### config.mk
export PLATFORM = sky130hd
export DESIGN_NAME = q2e_sqrt_cell
export DESIGN_NICKNAME = d
export VERILOG_FILES = /design/src/hdl/q2e_pkg.sv /design/src/hdl/q2e_sqrt_cell.sv
export SDC_FILE = /design/constraint.sdc
export NUM_CORES = 1
export LEC_CHECK = 0
export BUFFER_PORTS_ARGS = -buffer_cell sky130_fd_sc_hd__buf_2
export CORE_ASPECT_RATIO = 0.9
export CORE_MARGIN = 8
export CORE_UTILIZATION = 40
export CTS_CLUSTER_DIAMETER = 150
export DETAILED_ROUTE_END_ITERATION = 6
export PLACE_DENSITY = 0.74
export SKIP_CTS_REPAIR_TIMING = 1
export SLEW_MARGIN = 30
export SYNTH_ARGS = -nofsm -noshare
export SYNTH_HDL_FRONTEND = slang
export SYNTH_SLANG_ARGS = --single-unit
### constraint.sdc
create_clock -name i_clk -period 19.5 [get_ports i_clk]
set_clock_uncertainty 0.1 [all_clocks]
set_input_delay 5.85 -clock i_clk [delete_from_list [all_inputs] [get_ports i_clk]]
set_output_delay 5.85 -clock i_clk [all_outputs]
set_load 0.005 [all_outputs]
### src/hdl/q2e_pkg.sv
// Shared types, constants and functions for the quaternion to Euler angle unit
`timescale 1ns / 1ps
package q2e_pkg;
    localparam int PROD_W = 36;
    localparam int ANG_W = 31;
    // Square-root datapath width, wide enough for FRAC_BITS up to 20
    localparam int SQ_W = 42;
    localparam logic signed [ANG_W-1:0] ANG_HALF_PI = 31'sd421657428;
    localparam int OUT_PI = 12868;
    localparam int OUT_HALF_PI = 6434;

    // Arctangent table, Q28 radians
    function automatic logic signed [ANG_W-1:0] atan_entry(input int i);
        logic signed [ANG_W-1:0] r;
        case (i)
            0: r = 31'sd210828714;
            1: r = 31'sd124459457;
            2: r = 31'sd65760959;
            3: r = 31'sd33381290;
            4: r = 31'sd16755422;
            5: r = 31'sd8385879;
            6: r = 31'sd4193963;
            7: r = 31'sd2097109;
            8: r = 31'sd1048571;
            9: r = 31'sd524287;
            10: r = 31'sd262144;
            11: r = 31'sd131072;
            12: r = 31'sd65536;
            13: r = 31'sd32768;
            14: r = 31'sd16384;
            15: r = 31'sd8192;
            16: r = 31'sd4096;
            17: r = 31'sd2048;
            18: r = 31'sd1024;
            19: r = 31'sd512;
            20: r = 31'sd256;
            21: r = 31'sd128;
            22: r = 31'sd64;
            23: r = 31'sd32;
            default: r = '0;
        endcase
        return r;
    endfunction

    // Data handed from one vectoring cell to the next
    typedef struct packed {
        logic                     vld;
        logic signed [PROD_W-1:0] x;
        logic signed [PROD_W-1:0] y;
        logic signed [ANG_W-1:0]  z;
    } t_vec;

    // Data handed from one square-root cell to the next
    typedef struct packed {
        logic                     vld;
        logic [SQ_W-1:0]          rem;
        logic [SQ_W-1:0]          root;
    } t_sqr;
endpackage

### src/hdl/q2e_sqrt_cell.sv
// One restoring square-root cell: settles one root bit per cycle while enabled
`timescale 1ns / 1ps
module q2e_sqrt_cell #(
    parameter int STEP = 0,
    parameter int W = 42
) (
    input  logic           i_clk,
    input  logic           i_rst_n,
    input  logic           i_en,
    input  q2e_pkg::t_sqr  i_sq,
    output q2e_pkg::t_sqr  o_sq
);
    q2e_pkg::t_sqr r_sq;
    q2e_pkg::t_sqr n_sq;
    logic [W-1:0]  bitv;
    logic [W-1:0]  trial;

    // Classic digit-by-digit root, bit weight 4^STEP
    always_comb begin
        bitv  = W'(1) << (2 * STEP);
        trial = i_sq.root + bitv;
        n_sq  = i_sq;
        if (i_sq.rem >= trial) begin
            n_sq.rem  = i_sq.rem - trial;
            n_sq.root = (i_sq.root >> 1) + bitv;
        end else begin
            n_sq.root = i_sq.root >> 1;
        end
    end

    always_ff @(posedge i_clk) begin
        if (!i_rst_n) begin
            r_sq.vld <= 1'b0;
        end else if (i_en) begin
            r_sq.vld <= n_sq.vld;
        end
        if (i_en) begin
            r_sq.rem  <= n_sq.rem;
            r_sq.root <= n_sq.root;
        end
    end

    assign o_sq = r_sq;
endmodule

==> results by group, run 1 <==
STA
  • Worst-Margin Slew: 812 ps
  • Number of setup violations in the final report: 0
  • RSZ-0062 raised after global routing: false
  • Final worst slack: 7840 ps
  • Tcrit/Tclk final: 0.598
  • Slew HR: 0.458
  • Achievable Freq: 85.8 MHz
  • Min Clock Period, post-route: 11660 ps
  • Final hold viol count: 0
  • Max-slew violations: 0
  • Setup_tns: 0 ps

Global routing
  • Largest net degree at the start of global routing: 83
  • Gr ovfl total: 0
  • First-pass GRT wire length: 35.3 mm
  • Vias in the first global route: 6449
  • Initial antenna violation count: 1
  • Aggregate global-route resource usage: 0.203

Synth
  • Cells after Synth: 814
  • Netlist cell types: 54
  • Top-area cell type share of the netlist area: 0.356
  • Post-synthesis mux area share: 0.00141
  • Largest cells by area after synthesis: edfxtp_1 36%, xor2_1 7.8%, ha_1 7.8%, nand2_1 6.3%, xnor2_1 6.3%
  • Synth Cell Area: 0.00708 mm^2
  • Commonest cells post-synth: 119 x nand2_1, 84 x edfxtp_1, 63 x o21ai_0, 63 x xor2_1, 55 x a21oi_1
  • Xor and xnor fraction of the mapped netlist area: 0.141
  • Number of synthesized register bits: 85
  • Most common cell in the netlist: nand2_1
  • Syn Nets: 947
  • Largest family of logic cells by synthesized area: simple AND/OR/NAND/NOR gates
  • Adder-cell share of the synthesized area: 0.0806
  • Syn Area/Cell: 8.70 um^2
  • Post-synth EDFFs: 84
  • Seq/Total Area, Yosys: 0.359
  • Syn. warnings: 0
  • Compound-Gate Fraction of Synth Area: 0.171
  • Synth Area in Simple Gates: 0.211
  • Main synth FF type: edfxtp_1
  • Synth area leader: edfxtp_1
  • Async SR Flop Fraction: 0

Power and ir drop
  • Sw power: 187 uW
  • VDD IR max: 0.0000443 V
  • Clock network fraction of total power: 0.291
  • Sequential power share: 0.406
  • Pwr Density: 68.0 mW/mm^2
  • Logic pwr share: 0.302
  • P_int: 384 uW
  • Switching Fraction: 0.327
  • Power Total: 570 uW
  • Leakage: 3.45 nW

Drt
  • Met2 wire length: 10.3 mm
  • DRT antenna net count: 0
  • Metal1 wirelength: 10.1 mm
  • DR iter-0 viols: 506
  • WL final: 22.8 mm
  • Wire per inst: 18.8 um
  • Met3 Wirelength: 1.87 mm
  • DRC: 0
  • Vias post-DR: 6758
  • Drt pass-1 iters: 5
  • Top Metal Used: met4
  • Vias per Instance: 5.59

Cells and area
  • Share of post-route cells with drive strength above 1: 0.210
  • Sequential Area: 0.00254 mm^2
  • Layout area overhead: 18.4%
  • Multi-input gate area: 0.00430 mm^2
  • Largest register FFs: 85
  • Nets: 1095
  • FILL cells: 1773

Floorplan
  • IO Count: 173
  • Die Span Y: 142 um
  • Die area: 0.0222 mm^2
  • Core area: 0.0175 mm^2
  • Row count: 46
  • Initial Util: 0.405
  • Die width: 156 um

Min path
  • Hold WC Path Type: flip-flop to flip-flop

Clock tree
  • CTS tree: built
  • Worst-path clk slew: 60 ps
  • H-tree depth: 3
  • CTS Buf Count: 9
  • CTS max path bufs: 2
  • Insertion delay to the later sink of the worst-skew pair: 350 ps
  • # clock sinks: 85
  • CTS Root Cell: clkbuf_16

Setup path
  • Crit Path Class: input port to flip-flop
  • Crit. End Element: flip-flop
  • Max FO, Critical Path: 82
  • CP arrival: 11660 ps
  • CP startpoint kind: input port
  • Critical Path RT: 19500 ps

Placement
  • Post-detailed-placement half-perimeter wirelength: 18.2 mm
  • IO buf count: 172
  • Routability congestion estimate: 0.940
  • Dpl ws: 7400 ps

Run
  • Max Cap Viol: 0

Run status
  • Outcome: completed
[per-layer routing]
layer  global-route usage  up-vias
met5                    0        -
met4               0.0773        0
met3               0.0407       39
met2                0.319      308
met1                0.271     3143
li1                     -     3268
[layout make-up]
cell class / count / area share
timing repair buffer: 175 / 0.106
sequential: 85 / 0.303
clock buffer: 13 / 0.0298
multi-input combinational: 669 / 0.513
inverter: 22 / 0.00985
tap: 240 / 0.0358
antenna: 1 / 0.000298
clock inverter: 3 / 0.00269
[critical path, stage by stage]
cell and delay, ps:
buf_2 260, ha_1 240, nand3_1 140, or2_2 340, nor2_1 230, nand3_1 340, nor4_1 680, nand4_1 190
xor2_1 180, ha_1 370, and3_1 250, nand4_1 180, nor4bb_1 110, a31oi_1 290, nand2_1 160, o31ai_4 730
buf_4 730, nor3_1 170, xor2_1 180
[path summary, 6_finish.rpt]
kind,endpoint,start,cells past startpoint,slack [ps]
worst min register to register,o_sq[84],o_sq[84],2,410
worst max-delay path,o_sq[39],i_sq[0],19,7840
worst max register to register,o_sq[84],o_sq[84],2,18820
worst min-delay path,o_sq[84],o_sq[84],2,410
[power by group through the flow]
stage / logic (mW) / registers (mW) / clock network (mW)
2_1_floorplan: 0.103 / 0.237 / 0
3_5_place_dp: 0.171 / 0.235 / 0
6_report: 0.172 / 0.232 / 0.166
3_3_place_gp: 0.170 / 0.235 / 0
4_1_cts: 0.172 / 0.232 / 0.169
5_1_grt: 0.192 / 0.234 / 0.175
[metrics by stage]
step / utilization / cells / area (um^2) / hold WS [ps]
floorplan: - / 814 / 7080 / 407
global placement: 0.463 / 1191 / 8110 / 392
detailed placement: 0.463 / 1191 / 8110 / 405
CTS: 0.479 / 1207 / 8380 / 420
global route: 0.479 / 1208 / 8380 / 480
finish: 0.479 / 1208 / 8380 / 412
[logic make-up after synthesis]
logic type / Yosys count
buf+inv: 60
fa+ha+maj: 45
simple gates: 313
mux: 1
xor+xnor: 114
compound gates: 196
flops: 85
[cells in the final DEF, fill, tap and decap left out, drive strengths merged, types with 6 or more instances in the layout]
| cell type | count |
|---|---|
| o21ai | 63 |
| and2 | 6 |
| nand4 | 24 |
| nand3 | 33 |
| ha | 44 |
| xnor2 | 51 |
| o21bai | 14 |
| clkbuf | 13 |
| buf | 175 |
| nor3 | 27 |
| a21o | 19 |
| inv | 22 |
| a31oi | 10 |
| nand2 | 119 |
| o21a | 6 |
| a21oi | 55 |
| nor4 | 12 |
| nor2 | 49 |
| edfxtp | 84 |
| and3 | 19 |
| xor2 | 63 |
Note: power is estimated with default switching activity, not from simulation.
==> run 2: changes to the inputs <==
==> constraint.sdc (replaced) <==
create_clock -name i_clk -period 12.15 [get_ports i_clk]
set_clock_uncertainty 0.1 [all_clocks]
set_input_delay 3.645 -clock i_clk [delete_from_list [all_inputs] [get_ports i_clk]]
set_output_delay 3.645 -clock i_clk [all_outputs]
set_load 0.005 [all_outputs]
==> run 2 against run 1 <==
Compared with the run above: worst hold slack better by 5.0 ps; critical path type unchanged; setup slack worse by 5300 ps; highest routed layer unchanged; non-clock buffer count stayed put; design area is 0.66% higher; via count is 0.90% higher; sequential power is 60% higher.
==> results by group, run 2 (synthesized netlist as in run 1, its figures left out) <==
Floorplan
  • Core area: 0.0175 mm^2 (unchanged)
  • Row count: 46 (unchanged)
  • IO Count: 173 (unchanged)
  • Die area: 0.0222 mm^2 (unchanged)
  • Die width: 156 um (unchanged)
  • Initial Util: 0.405 (unchanged)
  • Die Span Y: 142 um (unchanged)

Drt
  • Vias per Instance: 5.64 (+0.82%)
  • Wire per inst: 19.2 um (+2.2%)
  • Vias post-DR: 6819 (+0.90%)
  • Drt pass-1 iters: 5 (unchanged)
  • DRT antenna net count: 0 (unchanged)
  • WL final: 23.3 mm (+2.2%)
  • DR iter-0 viols: 620 (+23%)
  • DRC: 0 (unchanged)

Global routing
  • Vias in the first global route: 6568 (+1.8%)
  • First-pass GRT wire length: 35.8 mm (+1.3%)
  • Aggregate global-route resource usage: 0.205 (+0.00181)
  • Initial antenna violation count: 2 (+1)
  • Largest net degree at the start of global routing: 83 (unchanged)
  • Gr ovfl total: 0 (unchanged)

Setup path
  • CP arrival: 9580 ps (-2080 ps)
  • Max FO, Critical Path: 82 (unchanged)
  • Crit Path Class: input port to flip-flop
  • CP startpoint kind: input port
  • Crit path cell chain: buf_2, ha_1, nand3_1, or2_2, nor2_1, nand3_1, nor4_1, nand4_1, xor2_1, ha_1, and3_1, nand4_1, nor4bb_1, a31oi_1, nand2_1, o31ai_4, buf_4, a211oi_1, a32o_1
  • Slowest library cell on the worst path: buf_4
  • Critical Path RT: 12160 ps (-7340 ps)
  • Worst path max stage delay: 750 ps (+20 ps)
  • Crit. End Element: flip-flop

Clock tree
  • Insertion delay to the later sink of the worst-skew pair: 350 ps (about the same)
  • Worst-path clk slew: 70 ps (about the same)
  • H-tree depth: 3 (unchanged)
  • CTS tree: built
  • CTS Buf Count: 9 (unchanged)
  • CTS Root Cell: clkbuf_16
  • # clock sinks: 85 (unchanged)
  • CTS max path bufs: 2 (unchanged)

STA
  • Worst-Margin Slew: 785 ps (-26.4 ps)
  • RSZ-0062 raised after global routing: false
  • Final hold viol count: 0 (unchanged)
  • Setup_tns: 0 ps (unchanged)
  • Max-slew violations: 0 (unchanged)
  • Achievable Freq: 104 MHz
  • Tcrit/Tclk final: 0.788
  • Min Clock Period, post-route: 9570 ps
  • Slew HR: 0.477 (+0.0186)
  • Number of setup violations in the final report: 0 (unchanged)
  • Hold slack: 417 ps (+4.99 ps)

Cells and area
  • FILL cells: 1758 (-0.85%)
  • Most frequent cells in the layout: 171 x buf_2, 119 x nand2_1, 84 x edfxtp_1, 63 x xor2_1, 63 x o21ai_0
  • Largest register FFs: 85 (unchanged)
  • Layout area overhead: 19.2%
  • Commonest non-fill, non-tap cell in the layout: buf_2
  • Share of post-route cells with drive strength above 1: 0.212 (+0.00207)
  • Nets: 1095 (unchanged)
  • Post-route cell area: 0.00844 mm^2 (+0.66%)
  • Multi-input gate area: 0.00430 mm^2 (unchanged)
  • Sequential Area: 0.00254 mm^2 (unchanged)

Placement
  • Routability congestion estimate: 0.920 (-2.1%)
  • Post-detailed-placement half-perimeter wirelength: 18.3 mm (+0.57%)
  • IO buf count: 172 (unchanged)
  • Area after DPL: 0.00811 mm^2 (unchanged)

Power and ir drop
  • VDD IR max: 0.0000712 V (+61%)
  • Pwr Density: 114 mW/mm^2 (+68%)
  • Leakage: 3.48 nW (+0.76%)

Run
  • Max Cap Viol: 0 (unchanged)

Min path
  • Hold WC Path Type: flip-flop to flip-flop

Run status
  • Outcome: completed
-- run 2: cell types whose count changed in the layout (fill, tap and decap cells not counted), sizes merged --
cell / before / now
bufinv: 0 / 2
clkbuf: 13 / 11
clkinv: 3 / 2
diode: 1 / 2
inv: 22 / 23
-- run 2: worst max-delay path, delay by kind of cell --
kind	cells	cell delay (ps)
simple gates	10	2660
fa+ha+maj	2	600
compound gates	4	1440
xor+xnor	1	180
buf+inv	2	1000
-- run 2: cell type report --
type	instances	area share
clock buffers	11	0.0288
repair buffers	175	0.105
inverters	22	0.00979
well taps	240	0.0356
diodes	2	0.000593
flip-flops and latches	85	0.301
clock inverters	5	0.00979
multi-input cells	669	0.509
-- run 2: final timing paths --
kind / slack (ps) / to / depth (start not counted) / startpoint
max: 2580 / o_sq[78] / 19 / i_sq[0]
min reg2reg: 420 / o_sq[84] / 2 / o_sq[84]
max reg2reg: 11460 / o_sq[84] / 2 / o_sq[84]
min: 420 / o_sq[84] / 2 / o_sq[84]
-- run 2: metal layers --
metal,global-route usage,part of all wire
met5,0,0
met4,0.0768,0.024
met3,0.0291,0.083
met2,0.326,0.45
met1,0.278,0.44
-- run 2: power breakdown --
group / internal, mW / total [mW] / switching (mW)
sequential: 0.362 / 0.372 / 0.00985
combinational: 0.109 / 0.280 / 0.171
clock: 0.187 / 0.312 / 0.125
-- run 2: metrics by stage --
stage | power [mW] | utilization | std cells | setup WS [ps]
6_report | 0.964 | 0.482 | 1209 | 2580
2_1_floorplan | 0.547 | - | 814 | 3880
3_5_place_dp | 0.653 | 0.463 | 1191 | 2250
3_3_place_gp | 0.650 | 0.463 | 1191 | 2480
5_1_grt | 1.01 | 0.482 | 1209 | 2020
4_1_cts | 0.966 | 0.482 | 1207 | 2650
