[config.mk]
export PLATFORM = sky130hd
export DESIGN_NAME = q2e_cordic_cell
export DESIGN_NICKNAME = d
export VERILOG_FILES = /design/src/hdl/q2e_pkg.sv /design/src/hdl/q2e_cordic_cell.sv
export SDC_FILE = /design/constraint.sdc
export NUM_CORES = 1
export LEC_CHECK = 0
export BUFFER_PORTS_ARGS = -buffer_cell sky130_fd_sc_hd__buf_4
export CORE_MARGIN = 2
export CORE_UTILIZATION = 40
export DETAILED_ROUTE_END_ITERATION = 10
export GPL_TIMING_DRIVEN = 0
export SLEW_MARGIN = 20
export SYNTH_ARGS = -nofsm -noshare
export SYNTH_HDL_FRONTEND = slang
export SYNTH_SLANG_ARGS = --single-unit
[constraint.sdc]
create_clock -name i_clk -period 3.99 [get_ports i_clk]
set_input_delay 0.798 -clock i_clk [delete_from_list [all_inputs] [get_ports i_clk]]
set_output_delay 0.798 -clock i_clk [all_outputs]
set_load 0.05 [all_outputs]
[src/hdl/q2e_pkg.sv]
// Shared types, constants and functions for the quaternion to Euler angle unit
`timescale 1ns / 1ps
package q2e_pkg;
    localparam int PROD_W = 36;
    localparam int ANG_W = 31;
    // Square-root datapath width, wide enough for FRAC_BITS up to 20
    localparam int SQ_W = 42;
    localparam logic signed [ANG_W-1:0] ANG_HALF_PI = 31'sd421657428;
    localparam int OUT_PI = 12868;
    localparam int OUT_HALF_PI = 6434;

    // Arctangent table, Q28 radians
    function automatic logic signed [ANG_W-1:0] atan_entry(input int i);
        logic signed [ANG_W-1:0] r;
        case (i)
            0: r = 31'sd210828714;
            1: r = 31'sd124459457;
            2: r = 31'sd65760959;
            3: r = 31'sd33381290;
            4: r = 31'sd16755422;
            5: r = 31'sd8385879;
            6: r = 31'sd4193963;
            7: r = 31'sd2097109;
            8: r = 31'sd1048571;
            9: r = 31'sd524287;
            10: r = 31'sd262144;
            11: r = 31'sd131072;
            12: r = 31'sd65536;
            13: r = 31'sd32768;
            14: r = 31'sd16384;
            15: r = 31'sd8192;
            16: r = 31'sd4096;
            17: r = 31'sd2048;
            18: r = 31'sd1024;
            19: r = 31'sd512;
            20: r = 31'sd256;
            21: r = 31'sd128;
            22: r = 31'sd64;
            23: r = 31'sd32;
            default: r = '0;
        endcase
        return r;
    endfunction

    // Data handed from one vectoring cell to the next
    typedef struct packed {
        logic                     vld;
        logic signed [PROD_W-1:0] x;
        logic signed [PROD_W-1:0] y;
        logic signed [ANG_W-1:0]  z;
    } t_vec;

    // Data handed from one square-root cell to the next
    typedef struct packed {
        logic                     vld;
        logic [SQ_W-1:0]          rem;
        logic [SQ_W-1:0]          root;
    } t_sqr;
endpackage

[src/hdl/q2e_cordic_cell.sv]
// One vectoring CORDIC cell: a fixed micro-rotation and a pipeline register
`timescale 1ns / 1ps
module q2e_cordic_cell #(
    parameter int STAGE = 0
) (
    input  logic           i_clk,
    input  logic           i_rst_n,
    input  logic           i_en,
    input  q2e_pkg::t_vec  i_vec,
    output q2e_pkg::t_vec  o_vec
);
    q2e_pkg::t_vec r_vec;
    q2e_pkg::t_vec n_vec;

    // Rotate toward the x axis; shifts floor toward minus infinity
    always_comb begin
        n_vec = i_vec;
        if (i_vec.y >= 0) begin
            n_vec.x = i_vec.x + (i_vec.y >>> STAGE);
            n_vec.y = i_vec.y - (i_vec.x >>> STAGE);
            n_vec.z = i_vec.z + q2e_pkg::atan_entry(STAGE);
        end else begin
            n_vec.x = i_vec.x - (i_vec.y >>> STAGE);
            n_vec.y = i_vec.y + (i_vec.x >>> STAGE);
            n_vec.z = i_vec.z - q2e_pkg::atan_entry(STAGE);
        end
    end

    always_ff @(posedge i_clk) begin
        if (!i_rst_n) begin
            r_vec.vld <= 1'b0;
        end else if (i_en) begin
            r_vec.vld <= n_vec.vld;
        end
        if (i_en) begin
            r_vec.x <= n_vec.x;
            r_vec.y <= n_vec.y;
            r_vec.z <= n_vec.z;
        end
    end

    assign o_vec = r_vec;
endmodule

==> results.sh, run 1 <==
export IMPL_wirelength_um=37300
export IMPL_final_nets=1767
export IMPL_route_detailed_drc=0
export IMPL_timing_hold_ws_ns=0.525
export IMPL_syn_cell_area_um2=11000
export IMPL_finalSetupViolCount=0
export IMPL_synth_avg_cell_area_um2=8.30
export IMPL_rows=60
export IMPL_fin_ws_ns=0.0969
export IMPL_firstDrtPassIters=5
export IMPL_die_x_um=170
export IMPL_tightest_slew_ns=0.956
export IMPL_netlist_instances=1326
export IMPL_run_status="completed"
export IMPL_cts_sinks=103
export IMPL_cts_tree="done"
export IMPL_grt_usage=0.253
export IMPL_hpwlAfterDp_um=29400
export IMPL_crit_path_start="i_vec[31]"
export IMPL_r2r_start="o_vec[103]$_SDFFE_PN0P_"
export IMPL_fp_dieArea_um2=28900
export IMPL_drv_slew=0
export IMPL_critPathBufInv=1
export IMPL_p_sw_frac=0.439
export IMPL_powerDensity_nw_per_um2=361
export IMPL_vias_per_cell=5.71
export IMPL_synth_edff_count=102
export IMPL_clock_power_share=0.205
export IMPL_drtIter0Drc=968
export IMPL_die_y_um=170
export IMPL_total_power_uw=4800
export IMPL_synth_flop_cell="edfxtp_1"
export IMPL_area_delta_synth_final_pct=21.0
export IMPL_max_stage_delay_ns=0.55
export IMPL_diodes=0
export IMPL_yosysWarnings=0
export IMPL_grt_pass1_vias=10300
export IMPL_boundaryPins=211
export IMPL_power_leakage_uw=0.00579
export IMPL_vias=10700
export IMPL_syn_nets=1556
export IMPL_stdcell_area_um2=13300
export IMPL_overflow=0
export IMPL_min_path_type="flip-flop to flip-flop"
export IMPL_fin_crit_ns=3.89
export IMPL_drv_cap=0
export IMPL_core_um2=27000
export IMPL_crit_required_ns=4.11
export IMPL_grt_pass1_wl_um=56800
export IMPL_period_share=0.976
export IMPL_hold_violations=0
export IMPL_path_cells="buf_4 -> ha_1 -> fa_1 -> nor2b_1 -> o211ai_1 -> o211ai_1 -> a211oi_2 -> nor3_1 -> nor3_1 -> o221ai_1 -> mux2i_1 -> xor2_1"
export IMPL_cp_slowest_cell="a211oi_2"
export IMPL_worstSetupEndpointType="flip-flop"
export IMPL_skew_ns=0
export IMPL_cp_max_fo=6
export IMPL_clk_latency_ns=0.36
export IMPL_grt_max_degree=104
export IMPL_p_comb_frac=0.486
export IMPL_gp_congestion=0.966
export IMPL_cts_root_buf="clkbuf_16"
export IMPL_fin_tns_setup_ns=0
export IMPL_internal_power_uw=2700
export IMPL_cts_htree_levels=3
export IMPL_timing_fmax_ghz=0.257
export IMPL_relSlewSlack=0.363
export IMPL_antenna_found_initial=0
export IMPL_pre_cts_ws_ns=-1.35
export IMPL_synth_cell_types=85
export IMPL_path_clk_slew_ns=0.09
export IMPL_clk_path_buf_depth=2
export IMPL_initial_utilization=0.408
export IMPL_ant_nets=0
export IMPL_crit_type="input port to flip-flop"
export IMPL_rsz0062_at_grt="no"
export IMPL_routedWlPerCell_um=19.8
export IMPL_seq_power_share=0.309
export IMPL_io_buffers=203
export IMPL_placed_area_um2=13000
export IMPL_drive_above_1_share=0.176
export IMPL_min_from="o_vec[103]$_SDFFE_PN0P_"
export IMPL_largest_reg_flops=103
export IMPL_crit_family="compound AO/OA/AOI/OAI gates"
export IMPL_ys_seq_area_frac=0.280
export IMPL_synth_ff_latch_count=103
export IMPL_p_switching_uw=2110
export IMPL_critPathArrivalTime_ns=4.01
export IMPL_critPathLaunchType="input port"
export IMPL_synth_async_sr_flop_share=0
export IMPL_cts_buffers_inserted=9
export IMPL_ir_worst_vdd_mv=0.206
## what timing repair did
| action | CTS | global route |
|---|---|---|
| hold buffers | 0 | 0 |
| buffers inserted | 0 | 0 |
| pin swaps | 0 | 0 |
| setup endpoints to repair | 16 | 7 |
| hold endpoints to repair | 0 | 0 |
| resized for setup | 11 | 7 |
## worst min-delay path: stages (launching register included)
cell     delay [ns]
dfxtp_1        0.31
mux2i_1        0.11
nor2b_1        0.06
## placed cells by master, fill, tap and decap left out, types with 8 or more instances in the layout
master,Yosys,final
a211oi_1,17,17
a21o_1,24,24
a21oi_1,151,151
a31oi_1,11,11
and2_1,10,10
buf_1,15,12
buf_2,15,13
buf_4,1,206
clkbuf_1,35,32
clkbuf_16,0,9
edfxtp_1,102,102
ha_1,120,120
inv_1,115,115
mux2i_1,15,15
nand2_1,92,92
nand2b_1,20,20
nand3_1,18,18
nand4_1,14,14
nor2_1,101,101
nor2b_1,16,16
nor3_1,30,30
o211ai_1,8,8
o21a_1,17,17
o21ai_0,84,84
o21ai_1,18,18
o21bai_1,32,32
o31ai_1,11,10
xnor2_1,75,75
xor2_1,26,26
## worst paths after layout
kind	depth (start not counted)	end	slack, ns
max	12	o_vec[95]$_DFFE_PP_	0.1
min	2	o_vec[103]$_SDFFE_PN0P_	0.52
max reg2reg	2	o_vec[103]$_SDFFE_PN0P_	3.40
min reg2reg	2	o_vec[103]$_SDFFE_PN0P_	0.52
## kinds of logic (layout without fill, tap and decap cells)
kind of cell | count (synthesis) | after routing | share of synthesized area
XOR/XNOR | 101 | 101 | 0.0804
multiplexers | 15 | 15 | 0.0136
AND/OR/NAND/NOR | 342 | 342 | 0.151
adder cells (fa/ha/maj) | 123 | 123 | 0.142
flip-flops | 103 | 103 | 0.280
buffers and inverters | 185 | 401 | 0.0651
AO/OA/AOI/OAI | 457 | 457 | 0.268
## metal layers
layer | GRT usage | routed length [µm] | vias to the layer above
met5 | 0 | 0 | -
met4 | 0.0684 | 812 | 0
met3 | 0.0333 | 2430 | 63
met2 | 0.419 | 17200 | 437
met1 | 0.348 | 16900 | 5063
li1 | - | - | 5184
## synth_stat cells, types with 10 or more instances
master	n	share of area
a21oi_1	151	0.069
ha_1	120	0.14
inv_1	115	0.039
edfxtp_1	102	0.28
nor2_1	101	0.034
nand2_1	92	0.031
o21ai_0	84	0.038
xnor2_1	75	0.060
clkbuf_1	35	0.012
o21bai_1	32	0.022
nor3_1	30	0.014
xor2_1	26	0.021
a21o_1	24	0.016
nand2b_1	20	0.011
nand3_1	18	0.0082
o21ai_1	18	0.0082
a211oi_1	17	0.012
o21a_1	17	0.012
nor2b_1	16	0.0091
buf_1	15	0.0051
buf_2	15	0.0068
mux2i_1	15	0.014
nand4_1	14	0.0080
a31oi_1	11	0.0063
o31ai_1	11	0.0075
and2_1	10	0.0057
## final cells by class
class,instances,area [µm²]
flip-flops and latches,103,3080
plain buffers,63,294
repair buffers,203,1530
well taps,341,427
clock inverters,7,86.3
fillers,2658,13600
multi-input cells,1038,7230
inverters,119,447
clock buffers,9,225
## per-stage QoR
stage,utilization,std cells
floorplan,-,1326
global route,0.494,1883
finish,0.494,1883
global placement,0.481,1870
CTS,0.494,1885
detailed placement,0.481,1870
## power groups by stage
stage / sequential [µW] / combinational, µW / clock [µW]
floorplan: 2120 / 963 / 0
global placement: 1510 / 2300 / 0
detailed placement: 1510 / 2300 / 0
CTS: 1490 / 2320 / 997
global route: 1500 / 2490 / 1040
finish: 1480 / 2330 / 985
(Power assumes the default switching activity.)
==> inputs of run 2 (changes only) <==
--- a/config.mk
+++ b/config.mk
@@ -5,11 +5,13 @@
 export SDC_FILE = /design/constraint.sdc
 export NUM_CORES = 1
 export LEC_CHECK = 0
-export BUFFER_PORTS_ARGS = -buffer_cell sky130_fd_sc_hd__buf_4
+export BUFFER_PORTS_ARGS = -buffer_cell sky130_fd_sc_hd__buf_2
+export CAP_MARGIN = 5
 export CORE_MARGIN = 2
 export CORE_UTILIZATION = 40
 export DETAILED_ROUTE_END_ITERATION = 10
 export GPL_TIMING_DRIVEN = 0
+export HOLD_SLACK_MARGIN = 0.05
 export SLEW_MARGIN = 20
 export SYNTH_ARGS = -nofsm -noshare
 export SYNTH_HDL_FRONTEND = slang
==> run 2 against run 1 <==
Setup slack got worse by 0.030 ns. Via count rose by 0.10%. Sequential power barely moved. Clock power fell by 8.9%. Final area fell by 3.5%. Total power fell by 4.6%. Non-clock buffer count rose by 3. Combinational power fell by 5%. Largest cell class unchanged. Highest routed layer unchanged.
==> results.sh, run 2 (synthesized netlist as in run 1, its figures left out) <==
export IMPL_ir_worst_vdd_mv=0.178
export IMPL_crit_required_ns=4.08
export IMPL_r2r_start="o_vec[103]$_SDFFE_PN0P_"
export IMPL_initial_utilization=0.408
export IMPL_die_x_um=170
export IMPL_hpwlAfterDp_um=29300
export IMPL_min_path_type="flip-flop to flip-flop"
export IMPL_grt_pass1_vias=10200
export IMPL_cts_sinks=103
export IMPL_routedWlPerCell_um=19.7
export IMPL_final_nets=1770
export IMPL_fin_ws_ns=0.0671
export IMPL_total_power_uw=4580
export IMPL_finalSetupViolCount=0
export IMPL_clk_path_buf_depth=2
export IMPL_grt_pass1_wl_um=56200
export IMPL_numPlacedInstances=1871
export IMPL_area_delta_synth_final_pct=16.7
export IMPL_utilization=0.477
export IMPL_ant_nets=0
export IMPL_cts_htree_levels=3
export IMPL_fin_crit_ns=3.92
export IMPL_hold_violations=0
export IMPL_path_clk_slew_ns=0.07
export IMPL_die_y_um=170
export IMPL_drv_slew=0
export IMPL_worstSetupEndpointType="flip-flop"
export IMPL_powerDensity_nw_per_um2=357
export IMPL_boundaryPins=211
export IMPL_grt_max_degree=64
export IMPL_run_status="completed"
export IMPL_tightest_slew_ns=0.966
export IMPL_critPathArrivalTime_ns=4.01
export IMPL_cts_buffers_inserted=9
export IMPL_clk_latency_ns=0.35
export IMPL_io_buffers=203
export IMPL_final_cell_mix="buf_2, a21oi_1, ha_1, inv_1, edfxtp_1"
export IMPL_final_cells=1887
export IMPL_skew_ns=0
export IMPL_overflow=0
export IMPL_layout_commonest_cell="buf_2"
export IMPL_rows=60
export IMPL_rsz0062_at_grt="no"
export IMPL_timing_fmax_ghz=0.255
export IMPL_power_leakage_uw=0.00564
export IMPL_cp_max_fo=5
export IMPL_drtIter0Drc=1125
export IMPL_gp_congestion=0.964
export IMPL_crit_path_start="i_vec[32]"
export IMPL_route_detailed_drc=0
export IMPL_pre_cts_ws_ns=-1.41
export IMPL_drv_cap=0
export IMPL_wirelength_um=37100
export IMPL_period_share=0.983
export IMPL_cts_tree="done"
export IMPL_firstDrtPassIters=5
export IMPL_cts_root_buf="clkbuf_16"
export IMPL_relSlewSlack=0.356
export IMPL_reg2regPathDepth=2
export IMPL_core_um2=27000
export IMPL_hold_depth=2
export IMPL_vias_per_cell=5.70
export IMPL_fp_dieArea_um2=28900
export IMPL_drive_above_1_share=0.176
export IMPL_vias=10800
export IMPL_crit_type="input port to flip-flop"
export IMPL_cts_setup_buffers=0
export IMPL_antenna_found_initial=0
export IMPL_grt_usage=0.252
export IMPL_largest_reg_flops=103
export IMPL_critPathLaunchType="input port"
export IMPL_min_from="o_vec[103]$_SDFFE_PN0P_"
-- run 2: final cells by class --
class,instances,area (µm²)
Timing Repair Buffer,205,1070
Tap cell,341,427
Clock buffer,9,225
Multi-Input combinational cell,1038,7220
Fill cell,2741,14100
Sequential cell,103,3080
Buffer,64,313
Inverter,119,447
Clock inverter,7,53.8
Antenna cell,1,2.50
-- run 2: what timing repair did --
action                                  4_1_cts  5_1_grt
hold buffers                                  0        0
resized for setup                            13        8
gates cloned                                  0        1
endpoints found under the hold margin         0        0
endpoints found under the setup margin       16        7
-- run 2: worst max-delay path: stages --
cell and delay, ns:
buf_2 0.16, inv_1 0.10, ha_1 0.34, nor3b_2 0.31, o31ai_4 0.12, a21oi_2 0.28, nor4_4 0.12, o32ai_1 0.66
a21oi_1 0.38, o41ai_2 0.40, a21oi_1 0.16, xor2_1 0.18
-- run 2: path summary, 6_finish.rpt --
kind                                                end  slack [ns]
worst max-delay path                o_vec[98]$_DFFE_PP_        0.07
worst min-delay path            o_vec[103]$_SDFFE_PN0P_        0.53
worst max register to register  o_vec[103]$_SDFFE_PN0P_        3.40
worst min register to register  o_vec[103]$_SDFFE_PN0P_        0.53
-- run 2: metal layers --
metal / up-vias / share of wire / wire, µm / GRT usage
li1: 5187 / - / - / -
met1: 5055 / 0.46 / 17100 / 0.354
met2: 446 / 0.45 / 16700 / 0.399
met3: 70 / 0.063 / 2330 / 0.0316
met4: 0 / 0.027 / 1020 / 0.0862
met5: - / 0 / 0 / 0
-- run 2: power breakdown --
| group | switching, µW | leakage (µW) | internal [µW] | total (µW) |
|---|---|---|---|---|
| Sequential | 46.0 | 0.00101 | 1430 | 1470 |
| Combinational | 1570 | 0.00449 | 644 | 2210 |
| Clock | 465 | 0.000137 | 432 | 897 |
| Total | 2080 | 0.00564 | 2500 | 4580 |
-- run 2: metrics by stage --
stage                     hold WS [ns]  instance area, µm²  setup TNS (ns)
after floorplan                  0.743               11000               0
after global placement           0.492               12500          -15.91
after detailed placement         0.530               12500          -16.13
after CTS                        0.541               12800               0
after global routing             0.562               12800               0
final                            0.533               12800               0
